## config.mk

```make
export PLATFORM = sky130hd
export DESIGN_NAME = sorted_key_table
export DESIGN_NICKNAME = d
export VERILOG_FILES = /design/src/hw/rtl/skt_pkg.sv /design/src/hw/rtl/skt_mem.sv /design/src/hw/rtl/sorted_key_table.sv
export SDC_FILE = /design/constraint.sdc
export NUM_CORES = 1
export LEC_CHECK = 0
export ABC_AREA = 1
export BUFFER_PORTS_ARGS = -buffer_cell sky130_fd_sc_hd__buf_4
export CAP_MARGIN = 25
export CORE_AREA = 10 10 359 326
export CTS_CLUSTER_SIZE = 28
export DETAILED_ROUTE_END_ITERATION = 16
export DIE_AREA = 0 0 369 336
export GPL_ROUTABILITY_DRIVEN = 0
export PLACE_DENSITY_LB_ADDON = 0.15
export SLEW_MARGIN = 10
export SYNTH_ARGS = -nofsm -noshare
export SYNTH_HDL_FRONTEND = slang
export SYNTH_SLANG_ARGS = --single-unit
```

## constraint.sdc

```tcl
create_clock -name i_clk -period 4.47 [get_ports i_clk]
set_input_delay 0.6705 -clock i_clk [delete_from_list [all_inputs] [get_ports i_clk]]
set_output_delay 0.6705 -clock i_clk [all_outputs]
set_load 0.005 [all_outputs]
```

## src/hw/rtl/skt_pkg.sv

```systemverilog
// Shared definitions for the sorted key table: default sizes, operation
// codes and result status codes. No dependencies.
`default_nettype none

package skt_pkg;

    localparam int DEFAULT_DEPTH     = 16;
    localparam int DEFAULT_KEY_WIDTH = 32;

    // Fixed field widths on the stream ports
    localparam int OP_W     = 2;
    localparam int KEY_IN_W = 32;
    localparam int STATUS_W = 2;

    localparam logic [OP_W-1:0] OP_SEARCH = 2'd0;
    localparam logic [OP_W-1:0] OP_INSERT = 2'd1;
    localparam logic [OP_W-1:0] OP_DELETE = 2'd2;

    localparam logic [STATUS_W-1:0] ST_OK      = 2'd0;
    localparam logic [STATUS_W-1:0] ST_FULL    = 2'd1;
    localparam logic [STATUS_W-1:0] ST_EMPTY   = 2'd2;
    localparam logic [STATUS_W-1:0] ST_MISSING = 2'd3;

endpackage

`default_nettype wire

```

## src/hw/rtl/skt_mem.sv

```systemverilog
// Key storage for the sorted key table: one write port, one read port with
// registered read data. Defaults come from skt_pkg.
`default_nettype none

module skt_mem #(
    parameter int DEPTH = skt_pkg::DEFAULT_DEPTH,
    parameter int KEY_W = skt_pkg::DEFAULT_KEY_WIDTH
) (
    input  wire logic                     i_clk,
    input  wire logic                     i_wr_en,
    input  wire logic [$clog2(DEPTH)-1:0] i_wr_addr,
    input  wire logic [KEY_W-1:0]         i_wr_data,
    input  wire logic                     i_rd_en,
    input  wire logic [$clog2(DEPTH)-1:0] i_rd_addr,
    output logic      [KEY_W-1:0]         o_rd_data
);
    import skt_pkg::*;

    logic [KEY_W-1:0] r_mem [DEPTH];
    logic [KEY_W-1:0] r_rd_data;

    always_ff @(posedge i_clk) begin
        if (i_wr_en) begin
            r_mem[i_wr_addr] <= i_wr_data;
        end
    end

    always_ff @(posedge i_clk) begin
        if (i_rd_en) begin
            r_rd_data <= r_mem[i_rd_addr];
        end
    end

    assign o_rd_data = r_rd_data;

endmodule

`default_nettype wire

```

## src/hw/rtl/sorted_key_table.sv

```systemverilog
// Sorted key table top level: handshakes, sequencer and output register.
// Uses skt_pkg for codes and defaults and skt_mem for key storage.
//
// Usage: one operation per input transfer on the slave stream (search,
// insert or delete of a key), one result transfer per operation on the
// master stream (found flag, status, entry count after the operation).
// Keys are kept ascending in a memory with one write port and one read port;
// one comparator checks the key against one stored entry at a time.
// Each operation scans up from entry 0 to the first key not below its own
// or past the last key; an insert then shifts the entries above that point
// up, from the top down, and writes the key; a delete that removes a key
// shifts the entries above it down. Refused operations (full, empty,
// unused code) go straight to the result without a scan.
// Each scan or shift step is one memory read, then a compare or a write
// back.
// o_s_tready is high only while the sequencer is idle. A finished result
// waits in the output register; the next operation may be taken meanwhile,
// and its result holds in the sequencer until the master side takes the
// earlier one. Reset empties the table at once; no clearing pass is run.
`default_nettype none

module sorted_key_table #(
    parameter int DEPTH     = skt_pkg::DEFAULT_DEPTH,
    parameter int KEY_WIDTH = skt_pkg::DEFAULT_KEY_WIDTH
) (
    input  wire logic                                          i_clk,
    input  wire logic                                          i_rst_n,
    // slave stream, tdata: operation[1:0], key[33:2], zeros above
    input  wire logic                                          i_s_tvalid,
    output logic                                               o_s_tready,
    input  wire logic [((skt_pkg::OP_W+skt_pkg::KEY_IN_W+7)/8)*8-1:0] i_s_tdata,
    // master stream, tdata: found[0], status[2:1], entry_count above, zeros
    output logic                                               o_m_tvalid,
    input  wire logic                                          i_m_tready,
    output logic [((3+$clog2(DEPTH+1)+7)/8)*8-1:0]             o_m_tdata
);
    import skt_pkg::*;

    localparam int AW    = $clog2(DEPTH);
    localparam int CW    = $clog2(DEPTH+1);
    localparam int KW    = (KEY_WIDTH < KEY_IN_W) ? KEY_WIDTH : KEY_IN_W;
    localparam int OW    = ((3 + CW + 7) / 8) * 8;
    localparam logic [CW-1:0] FULL_COUNT = CW'(DEPTH);
    localparam logic [CW-1:0] ONE        = CW'(1);

    localparam logic [2:0] S_IDLE   = 3'd0;
    localparam logic [2:0] S_RD     = 3'd1;
    localparam logic [2:0] S_CMP    = 3'd2;
    localparam logic [2:0] S_INS_RD = 3'd3;
    localparam logic [2:0] S_INS_WR = 3'd4;
    localparam logic [2:0] S_DEL_RD = 3'd5;
    localparam logic [2:0] S_DEL_WR = 3'd6;
    localparam logic [2:0] S_OUT    = 3'd7;

    logic [2:0]          r_state,  n_state;
    logic [OP_W-1:0]     r_op,     n_op;
    logic [KW-1:0]       r_key,    n_key;
    logic [CW-1:0]       r_idx,    n_idx;
    logic [CW-1:0]       r_pos,    n_pos;
    logic [CW-1:0]       r_count,  n_count;
    logic                r_found,  n_found;
    logic [STATUS_W-1:0] r_status, n_status;

    logic                r_out_valid, n_out_valid;
    logic                r_out_found, n_out_found;
    logic [STATUS_W-1:0] r_out_status, n_out_status;
    logic [CW-1:0]       r_out_count, n_out_count;

    logic          in_xfer;
    logic          wr_en;
    logic [AW-1:0] wr_addr;
    logic [KW-1:0] wr_data;
    logic          rd_en;
    logic [CW-1:0] rd_idx;
    logic [KW-1:0] rd_data;
    logic          key_lt;
    logic          key_eq;

    skt_mem #(
        .DEPTH (DEPTH),
        .KEY_W (KW)
    ) u_mem (
        .i_clk     (i_clk),
        .i_wr_en   (wr_en),
        .i_wr_addr (wr_addr),
        .i_wr_data (wr_data),
        .i_rd_en   (rd_en),
        .i_rd_addr (rd_idx[AW-1:0]),
        .o_rd_data (rd_data)
    );

    assign o_s_tready = (r_state == S_IDLE);
    assign in_xfer    = i_s_tvalid && o_s_tready;

    // Shared comparator: stored entry against the operation's key
    assign key_lt = (rd_data < r_key);
    assign key_eq = (rd_data == r_key);

    always_comb begin
        n_state      = r_state;
        n_op         = r_op;
        n_key        = r_key;
        n_idx        = r_idx;
        n_pos        = r_pos;
        n_count      = r_count;
        n_found      = r_found;
        n_status     = r_status;
        n_out_valid  = r_out_valid;
        n_out_found  = r_out_found;
        n_out_status = r_out_status;
        n_out_count  = r_out_count;
        wr_en        = 1'b0;
        wr_addr      = r_idx[AW-1:0];
        wr_data      = rd_data;
        rd_en        = 1'b0;
        rd_idx       = r_idx;

        if (r_out_valid && i_m_tready) begin
            n_out_valid = 1'b0;
        end

        unique case (r_state)
            S_IDLE: begin
                if (in_xfer) begin
                    n_op     = i_s_tdata[OP_W-1:0];
                    n_key    = i_s_tdata[OP_W +: KW];
                    n_idx    = '0;
                    n_found  = 1'b0;
                    n_status = ST_OK;
                    priority if (i_s_tdata[OP_W-1:0] == OP_INSERT) begin
                        if (r_count == FULL_COUNT) begin
                            n_status = ST_FULL;
                            n_state  = S_OUT;
                        end else begin
                            n_state = S_RD;
                        end
                    end else if (i_s_tdata[OP_W-1:0] == OP_DELETE) begin
                        if (r_count == '0) begin
                            n_status = ST_EMPTY;
                            n_state  = S_OUT;
                        end else begin
                            n_state = S_RD;
                        end
                    end else if (i_s_tdata[OP_W-1:0] == OP_SEARCH) begin
                        n_state = S_RD;
                    end else begin
                        n_state = S_OUT;
                    end
                end
            end
            S_RD: begin
                if (r_idx == r_count) begin
                    // ran past the last key: no entry is greater or equal
                    priority if (r_op == OP_INSERT) begin
                        n_pos   = r_idx;
                        n_idx   = r_count;
                        n_state = S_INS_RD;
                    end else if (r_op == OP_DELETE) begin
                        n_status = ST_MISSING;
                        n_state  = S_OUT;
                    end else begin
                        n_state = S_OUT;
                    end
                end else begin
                    rd_en   = 1'b1;
                    n_state = S_CMP;
                end
            end
            S_CMP: begin
                if (key_lt) begin
                    n_idx   = r_idx + ONE;
                    n_state = S_RD;
                end else begin
                    priority if (r_op == OP_INSERT) begin
                        n_pos   = r_idx;
                        n_idx   = r_count;
                        n_state = S_INS_RD;
                    end else if (r_op == OP_DELETE) begin
                        if (key_eq) begin
                            n_state = S_DEL_RD;
                        end else begin
                            n_status = ST_MISSING;
                            n_state  = S_OUT;
                        end
                    end else begin
                        n_found = key_eq;
                        n_state = S_OUT;
                    end
                end
            end
            S_INS_RD: begin
                if (r_idx == r_pos) begin
                    wr_en   = 1'b1;
                    wr_data = r_key;
                    n_count = r_count + ONE;
                    n_state = S_OUT;
                end else begin
                    rd_en   = 1'b1;
                    rd_idx  = r_idx - ONE;
                    n_state = S_INS_WR;
                end
            end
            S_INS_WR: begin
                // move the entry below up by one
                wr_en   = 1'b1;
                n_idx   = r_idx - ONE;
                n_state = S_INS_RD;
            end
            S_DEL_RD: begin
                if (r_idx + ONE == r_count) begin
                    n_count = r_count - ONE;
                    n_found = 1'b1;
                    n_state = S_OUT;
                end else begin
                    rd_en   = 1'b1;
                    rd_idx  = r_idx + ONE;
                    n_state = S_DEL_WR;
                end
            end
            S_DEL_WR: begin
                // move the entry above down by one
                wr_en   = 1'b1;
                n_idx   = r_idx + ONE;
                n_state = S_DEL_RD;
            end
            S_OUT: begin
                // hold the result until the output register is free
                if (!r_out_valid || i_m_tready) begin
                    n_out_valid  = 1'b1;
                    n_out_found  = r_found;
                    n_out_status = r_status;
                    n_out_count  = r_count;
                    n_state      = S_IDLE;
                end
            end
        endcase
    end

    always_ff @(posedge i_clk) begin
        if (!i_rst_n) begin
            r_state     <= S_IDLE;
            r_count     <= '0;
            r_out_valid <= 1'b0;
        end else begin
            r_state     <= n_state;
            r_count     <= n_count;
            r_out_valid <= n_out_valid;
        end
    end

    always_ff @(posedge i_clk) begin
        r_op         <= n_op;
        r_key        <= n_key;
        r_idx        <= n_idx;
        r_pos        <= n_pos;
        r_found      <= n_found;
        r_status     <= n_status;
        r_out_found  <= n_out_found;
        r_out_status <= n_out_status;
        r_out_count  <= n_out_count;
    end

    assign o_m_tvalid = r_out_valid;
    assign o_m_tdata  = OW'({r_out_count, r_out_status, r_out_found});

endmodule

`default_nettype wire

```

==> results.ini, run 1 <==
[outcome]
run_status=complete, no violations

[route]
wl_met3_mm=3.19
wl_per_cell_um=19.7
drt_iter0_drc=1227
m1WireLength_mm=37.4
wirelength_mm=82.4
via_count=18299
via_per_inst=4.38
antenna_left=0
detail_route.first_pass.iterations=5
top_layer=met4
wl_met2_mm=39.9
post-route-drc-count=0

[timing]
tns_ps=0
setup_violations=0
post-route-min-period_ps=3640
slew_violations=0
worst_pin_slew_ps=898
rsz0062_at_grt=no
finClkSkew_ps=14.4
hold_viol_final=0
finalCritPeriodShare_pct=81.5
clock.fmax_ghz=0.274
max_slew_margin_pct=39.5

[clocking]
cts_buffers=76
clock_path_buffers=3
holdBufCountCts=0
clk_pin_slew_ps=60
cts_setup_buffers=0
cts_tree=done
cts_sinks=608
ctsHtreeMaxLevel=3
clock_latency_ps=620
cts_resized=0
root_buffer=clkbuf_16

[logic_synthesis]
synthTopCellsByArea=edfxtp_1 (66%), nand3_1 (11%), nand2_1 (9.4%)
post_synth_num_cell_types=31
synth_commonest_cells=nand2_1 (680), edfxtp_1 (599), nand3_1 (599)
yosys_warnings=0
synth_top_area_cell=edfxtp_1
ys_seq_elements=608
synth_nets=2672
synth_ff_type=edfxtp_1
ys_seq_area_share_pct=67.1
syn_avg_cell_area_um2=10.5
synth_top_area_share_pct=66.4
netlist_instances=2587
syn-cell-area_mm2=0.0271
synthArstFlopShare_pct=0
yosysMostFrequentCell=nand2_1
synth_edf_count=599

[setup_path]
start_kind=flip-flop
worst-path-buf-inv=3
worst_ep_required_time_ps=4830
r2r-end=u_mem.o_rd_data[24]$_DFFE_PP_
timing.rr.start=r_idx[1]$_DFFE_PP_
reg2regPathDepth=18
worstSetupPathType=reg2reg
crit_family=simple AND/OR/NAND/NOR gates
critical_path.cell_chain=inv_1 > ha_1 > inv_1 > nand2_1 > nand2_1 > nor2_1 > nand2_1 > nor2_2 > nand2_1 > nand2_2 > nand2_2 > nand2_8 > buf_12 > nand3_1 > nand3_1 > nand3_1 > nand3_1 > nand2_1
crit_path_frequent_cell=nand2_1
cp_slowest_cell=edfxtp_1
critPathMaxStageDelay_ps=520
crit_arrival_ps=4000
cp_max_fo=136
ff2ff_setup_slack_ps=830
crit_path_end_kind=flip-flop

[grt]
grtUsageTotal_pct=13.1
antenna_found_initial=0
grt_max_degree=137
grt_pass1_wl_mm=122
gr-total-overflow=0
grt_pass1_vias=18208

[worst_hold_path]
worstHoldEndpoint=r_key[5]$_DFFE_PP_
holdPathStages=1
worstHoldStart=i_s_tdata[7]
hold_class=in2reg

[cells_and_area]
stdcell_area_mm2=0.0324
drive_gt1_share_pct=10.3
nets=2741
fill_cells=11288
n_antenna_cell=0
areaGrowthSynthToFinish_pct=19.5

[power_and_ir_drop]
seqPwrFrac_pct=34.0
pwr-share-clk_pct=25.9
p_total_uw=23600
ir_drop_uv=367
p_sw_uw=9300
comb_power_share_pct=40.1
switching_share_pct=39.4
cellLeakagePower_uw=0.0130
power_density_mw_per_mm2=729
p_int_uw=14300

[floorplan]
core-area_mm2=0.109
dieWidth_um=369
fp.dieH_um=336
start_util_pct=24.8
placementRows=115
ios=54
die_area_mm2=0.124

[placed_design]
place_area_mm2=0.0299
io_buffers=47
dp.final_hpwl_mm=40.8

[run]
cap_violations=0

[worst max path at each step]
stage / startpoint / endpoint / slack, ps / depth (start not counted)
CTS: r_idx[1]$_DFFE_PP_ / u_mem.o_rd_data[25]$_DFFE_PP_ / 850 / 18
global route: r_idx[1]$_DFFE_PP_ / u_mem.o_rd_data[18]$_DFFE_PP_ / 380 / 18
floorplan: r_idx[0]$_DFFE_PP_ / u_mem.r_mem[3][0]$_DFFE_PP_ / 420 / 6
finish: r_idx[1]$_DFFE_PP_ / u_mem.o_rd_data[24]$_DFFE_PP_ / 830 / 18
detailed placement: r_idx[1]$_DFFE_PP_ / u_mem.o_rd_data[25]$_DFFE_PP_ / 840 / 18
global placement: r_idx[1]$_DFFE_PP_ / u_mem.o_rd_data[25]$_DFFE_PP_ / 770 / 18
[flip-flops by register name, indices dropped and copies added, names as in the netlist, 3 cells and up]
register	cells
u_mem.r_mem	512
r_idx	5
r_state	3
r_count	5
r_key	32
r_out_count	5
u_mem.o_rd_data	32
r_pos	5
[layout by cell type, fill, tap and decap left out, types with 28 or more instances in the layout]
master       n
nand3_1    599
ha_1        40
buf_12      36
nor2_1      30
buf_4       96
o21ai_0     56
edfxtp_1   599
a21oi_1     28
nand2_1    678
clkbuf_16   79
inv_1      335
[power groups by stage]
stage	combinational (µW)	clock [µW]	sequential, µW
2_1_floorplan	5970	0	8080
3_3_place_gp	9570	0	8140
3_5_place_dp	9610	0	8140
4_1_cts	9640	6320	8030
5_1_grt	10700	6530	8080
6_report	9460	6110	8030
[logic make-up (layout without fill, tap and decap cells)]
family                     count (synthesis)  in the layout  synth area share (%)
and+or+nand+nor                         1350           1350                  21.7
DFF                                      608            608                  67.1
buffers and inverters                    482            612                  7.14
AOI/OAI and AO/OA                         96             96                  1.88
adders and majority gates                 41             41                  1.92
xor gates and xnor gates                  10             10                 0.323
[routing by layer]
layer,global-route usage [%],up-vias
met1,17.2,8929
met2,22.4,364
met4,3.71,0
met3,1.77,112
met5,0,-
li1,-,8894
[area by class of cell]
| type | count | area, µm² | share of cell area, % |
|---|---|---|---|
| Clock inverter | 46 | 447 | 1.38 |
| Tap cell | 1462 | 1830 | 5.65 |
| Clock buffer | 93 | 2030 | 6.27 |
| Multi-Input combinational cell | 1497 | 7180 | 22.2 |
| Timing Repair Buffer | 132 | 1440 | 4.45 |
| Inverter | 341 | 1280 | 3.95 |
| Sequential cell | 608 | 18200 | 56.1 |
[metrics by stage]
step	utilization [%]	setup slack, ps	instances	hold slack [ps]
finish	29.7	827	4179	226
global route	29.7	385	4179	185
CTS	29.7	850	4179	170
detailed placement	27.4	841	4040	405
global placement	27.4	771	4040	405
floorplan	-	425	2587	400
No activity file was read; power rests on OpenSTA's default activity.
==> run 2, diff against run 1 <==
==> constraint.sdc (replaced) <==
create_clock -name i_clk -period 3.42 [get_ports i_clk]
set_input_delay 0.513 -clock i_clk [delete_from_list [all_inputs] [get_ports i_clk]]
set_output_delay 0.513 -clock i_clk [all_outputs]
set_load 0.005 [all_outputs]
==> results.ini, run 2 (synthesis gave the netlist of run 1 again) <==
[clocking]
clock_latency_ps=640  ; was 620 ps
clock_path_buffers=3  ; unchanged
cts_sinks=608  ; unchanged
clk_pin_slew_ps=60  ; about the same
cts_tree=done  ; unchanged
ctsHtreeMaxLevel=3  ; unchanged
root_buffer=clkbuf_16  ; unchanged
cts_buffers=74  ; was 76

[route]
via_per_inst=4.44  ; was 4.38
via_count=18763  ; was 18299
drt_iter0_drc=1277  ; was 1227
antenna_left=0  ; unchanged
detail_route.first_pass.iterations=6  ; was 5
wl_per_cell_um=19.5  ; was 19.7 µm
post-route-drc-count=0  ; unchanged
wirelength_mm=82.6  ; was 82.4 mm

[setup_path]
crit_path_end_kind=flip-flop  ; unchanged
reg2regPathDepth=19  ; was 18
crit_arrival_ps=3520  ; was 4000 ps
worstSetupPathType=reg2reg  ; unchanged
ff2ff_setup_slack_ps=290  ; was 830 ps
timing.rr.start=r_idx[0]$_DFFE_PP_  ; was r_idx[1]$_DFFE_PP_
cp_max_fo=23  ; was 136
start_kind=flip-flop  ; unchanged
crit_end=u_mem.o_rd_data[7]$_DFFE_PP_  ; was u_mem.o_rd_data[24]$_DFFE_PP_
r2r-end=u_mem.o_rd_data[7]$_DFFE_PP_  ; was u_mem.o_rd_data[24]$_DFFE_PP_
worst_ep_required_time_ps=3810  ; was 4830 ps
crit_start=r_idx[0]$_DFFE_PP_  ; was r_idx[1]$_DFFE_PP_

[floorplan]
fp.dieH_um=336  ; unchanged
core-area_mm2=0.109  ; unchanged
dieWidth_um=369  ; unchanged
die_area_mm2=0.124  ; unchanged
ios=54  ; unchanged
placementRows=115  ; unchanged
start_util_pct=24.8  ; unchanged

[placed_design]
place_area_mm2=0.0305  ; was 0.0299 mm²
dp.final_hpwl_mm=45.6  ; was 40.8 mm
place_inst=4090  ; was 4040
io_buffers=47  ; unchanged

[cells_and_area]
areaGrowthSynthToFinish_pct=21.1  ; was 19.5%
post-route-util_pct=30.1  ; was 29.7%
nets=2793  ; was 2741
drive_gt1_share_pct=11.6  ; was 10.3%
stdcell_area_mm2=0.0328  ; was 0.0324 mm²
fill_cells=11285  ; was 11288
largest_reg_flops=512  ; unchanged
mostFrequentLayoutCells=nand2_1 (678), nand3_1 (599), edfxtp_1 (599), inv_1 (335), buf_4 (131)  ; was nand2_1 (678), nand3_1 (599), edfxtp_1 (599), inv_1 (335), buf_4 (96)
finalNonFillerCells=4229  ; was 4179
top_register=u_mem.r_mem  ; unchanged
n_antenna_cell=0  ; unchanged
final_common_cell=nand2_1  ; unchanged

[grt]
grtUsageTotal_pct=13.0  ; was 13.1%
grt_pass1_vias=18380  ; was 18208
grt_pass1_wl_mm=123  ; was 122 mm
gr-total-overflow=0  ; unchanged
grt_max_degree=81  ; was 137
antenna_found_initial=0  ; unchanged

[power_and_ir_drop]
p_total_uw=31000  ; was 23600 µW
ir_drop_uv=512  ; was 367 µV
power_density_mw_per_mm2=946  ; was 729 mW/mm²
cellLeakagePower_uw=0.0132  ; was 0.0130 µW

[timing]
slew_violations=0  ; unchanged
finClkSkew_ps=40.2  ; was 14.4 ps
post-route-min-period_ps=3130  ; was 3640 ps
tns_ps=0  ; unchanged
setup_violations=0  ; unchanged
rsz0062_at_grt=no  ; unchanged
hold_viol_final=0  ; unchanged
max_slew_margin_pct=50.7  ; was 39.5%
worst_pin_slew_ps=732  ; was 898 ps
finalCritPeriodShare_pct=91.6  ; was 81.5%
clock.fmax_ghz=0.319  ; was 0.274 GHz

[outcome]
run_status=complete, no violations  ; unchanged

[run]
cap_violations=0  ; unchanged

[worst_hold_path]
hold_class=in2reg  ; unchanged

[run 2: cell types whose count changed in the layout (fill, tap and decap cells not counted), sizes merged]
cell         previous run  this run
buf                   132       183
bufinv                  8         2
clkbuf                 93       100
clkinv                 31        25
dlygate4sd3             0         3
inv                   345       346
[run 2: cell type report]
cell class                      count  area, µm²  area share, %
Sequential cell                   608      18200           55.4
Multi-Input combinational cell   1497       7180           21.9
Timing Repair Buffer              186       2050           6.23
Clock buffer                      100       1970           6.00
Tap cell                         1462       1830           5.58
Inverter                          341       1280           3.90
Clock inverter                     35        343           1.04
[run 2: repair_timing]
action                                  in CTS  in global routing
endpoints found under the setup margin       0                  8
resized for setup                            0                  1
hold endpoints to repair                     3                  0
hold buffers                                 3                  0
setup buffers                                0                  1
[run 2: report_power, final]
part / switching [µW] / leakage (µW) / internal [µW] / total [µW]
Sequential: 325 / 0.00550 / 10200 / 10500
Combinational: 8780 / 0.00662 / 4240 / 13000
Clock: 3270 / 0.00112 / 4270 / 7530
[run 2: stage by stage]
stage	setup slack, ps	hold WS (ps)
after floorplan	-625	400
after global placement	183	403
after detailed placement	171	405
after CTS	165	0.147
after global routing	47.9	15.9
final	289	47.2
[run 2: worst min-delay path by stage]
| stage | from | to | slack [ps] | depth (start not counted) |
|---|---|---|---|---|
| 2_1_floorplan | r_found$_DFFE_PP_ | r_out_found$_DFFE_PP_ | 400 | 0 |
| 3_3_place_gp | r_found$_DFFE_PP_ | r_out_found$_DFFE_PP_ | 400 | 0 |
| 3_5_place_dp | r_found$_DFFE_PP_ | r_out_found$_DFFE_PP_ | 410 | 0 |
| 5_1_grt | i_s_tdata[9] | r_key[7]$_DFFE_PP_ | 20 | 1 |
| 6_report | i_s_tdata[9] | r_key[7]$_DFFE_PP_ | 50 | 1 |
| 4_1_cts | i_s_tdata[4] | r_key[2]$_DFFE_PP_ | 0.1 | 1 |
[run 2: routing by layer]
metal  global-route usage (%)  part of all wire [%]  vias to the layer above
met5                        0                     0                        -
met4                     3.75                   2.1                        0
met3                     1.67                   4.1                      115
met2                     21.6                    47                      414
met1                     17.7                    46                     9235
li1                         -                     -                     8999
[run 2: worst max-delay path, stage by stage (launching register included)]
cell and delay, ps:
edfxtp_1 460, ha_1 270, inv_1 210, nand2_1 130
nand2_1 110, nand2_1 60, nand2_1 70, nor2_1 50
nand2_1 110, nand2_2 120, nand2_2 200, nand2_8 120
nand2_4 210, buf_12 200, buf_12 170, nand2_1 70
nand3_1 60, nand3_1 80, nand3_1 110, nand2_1 70
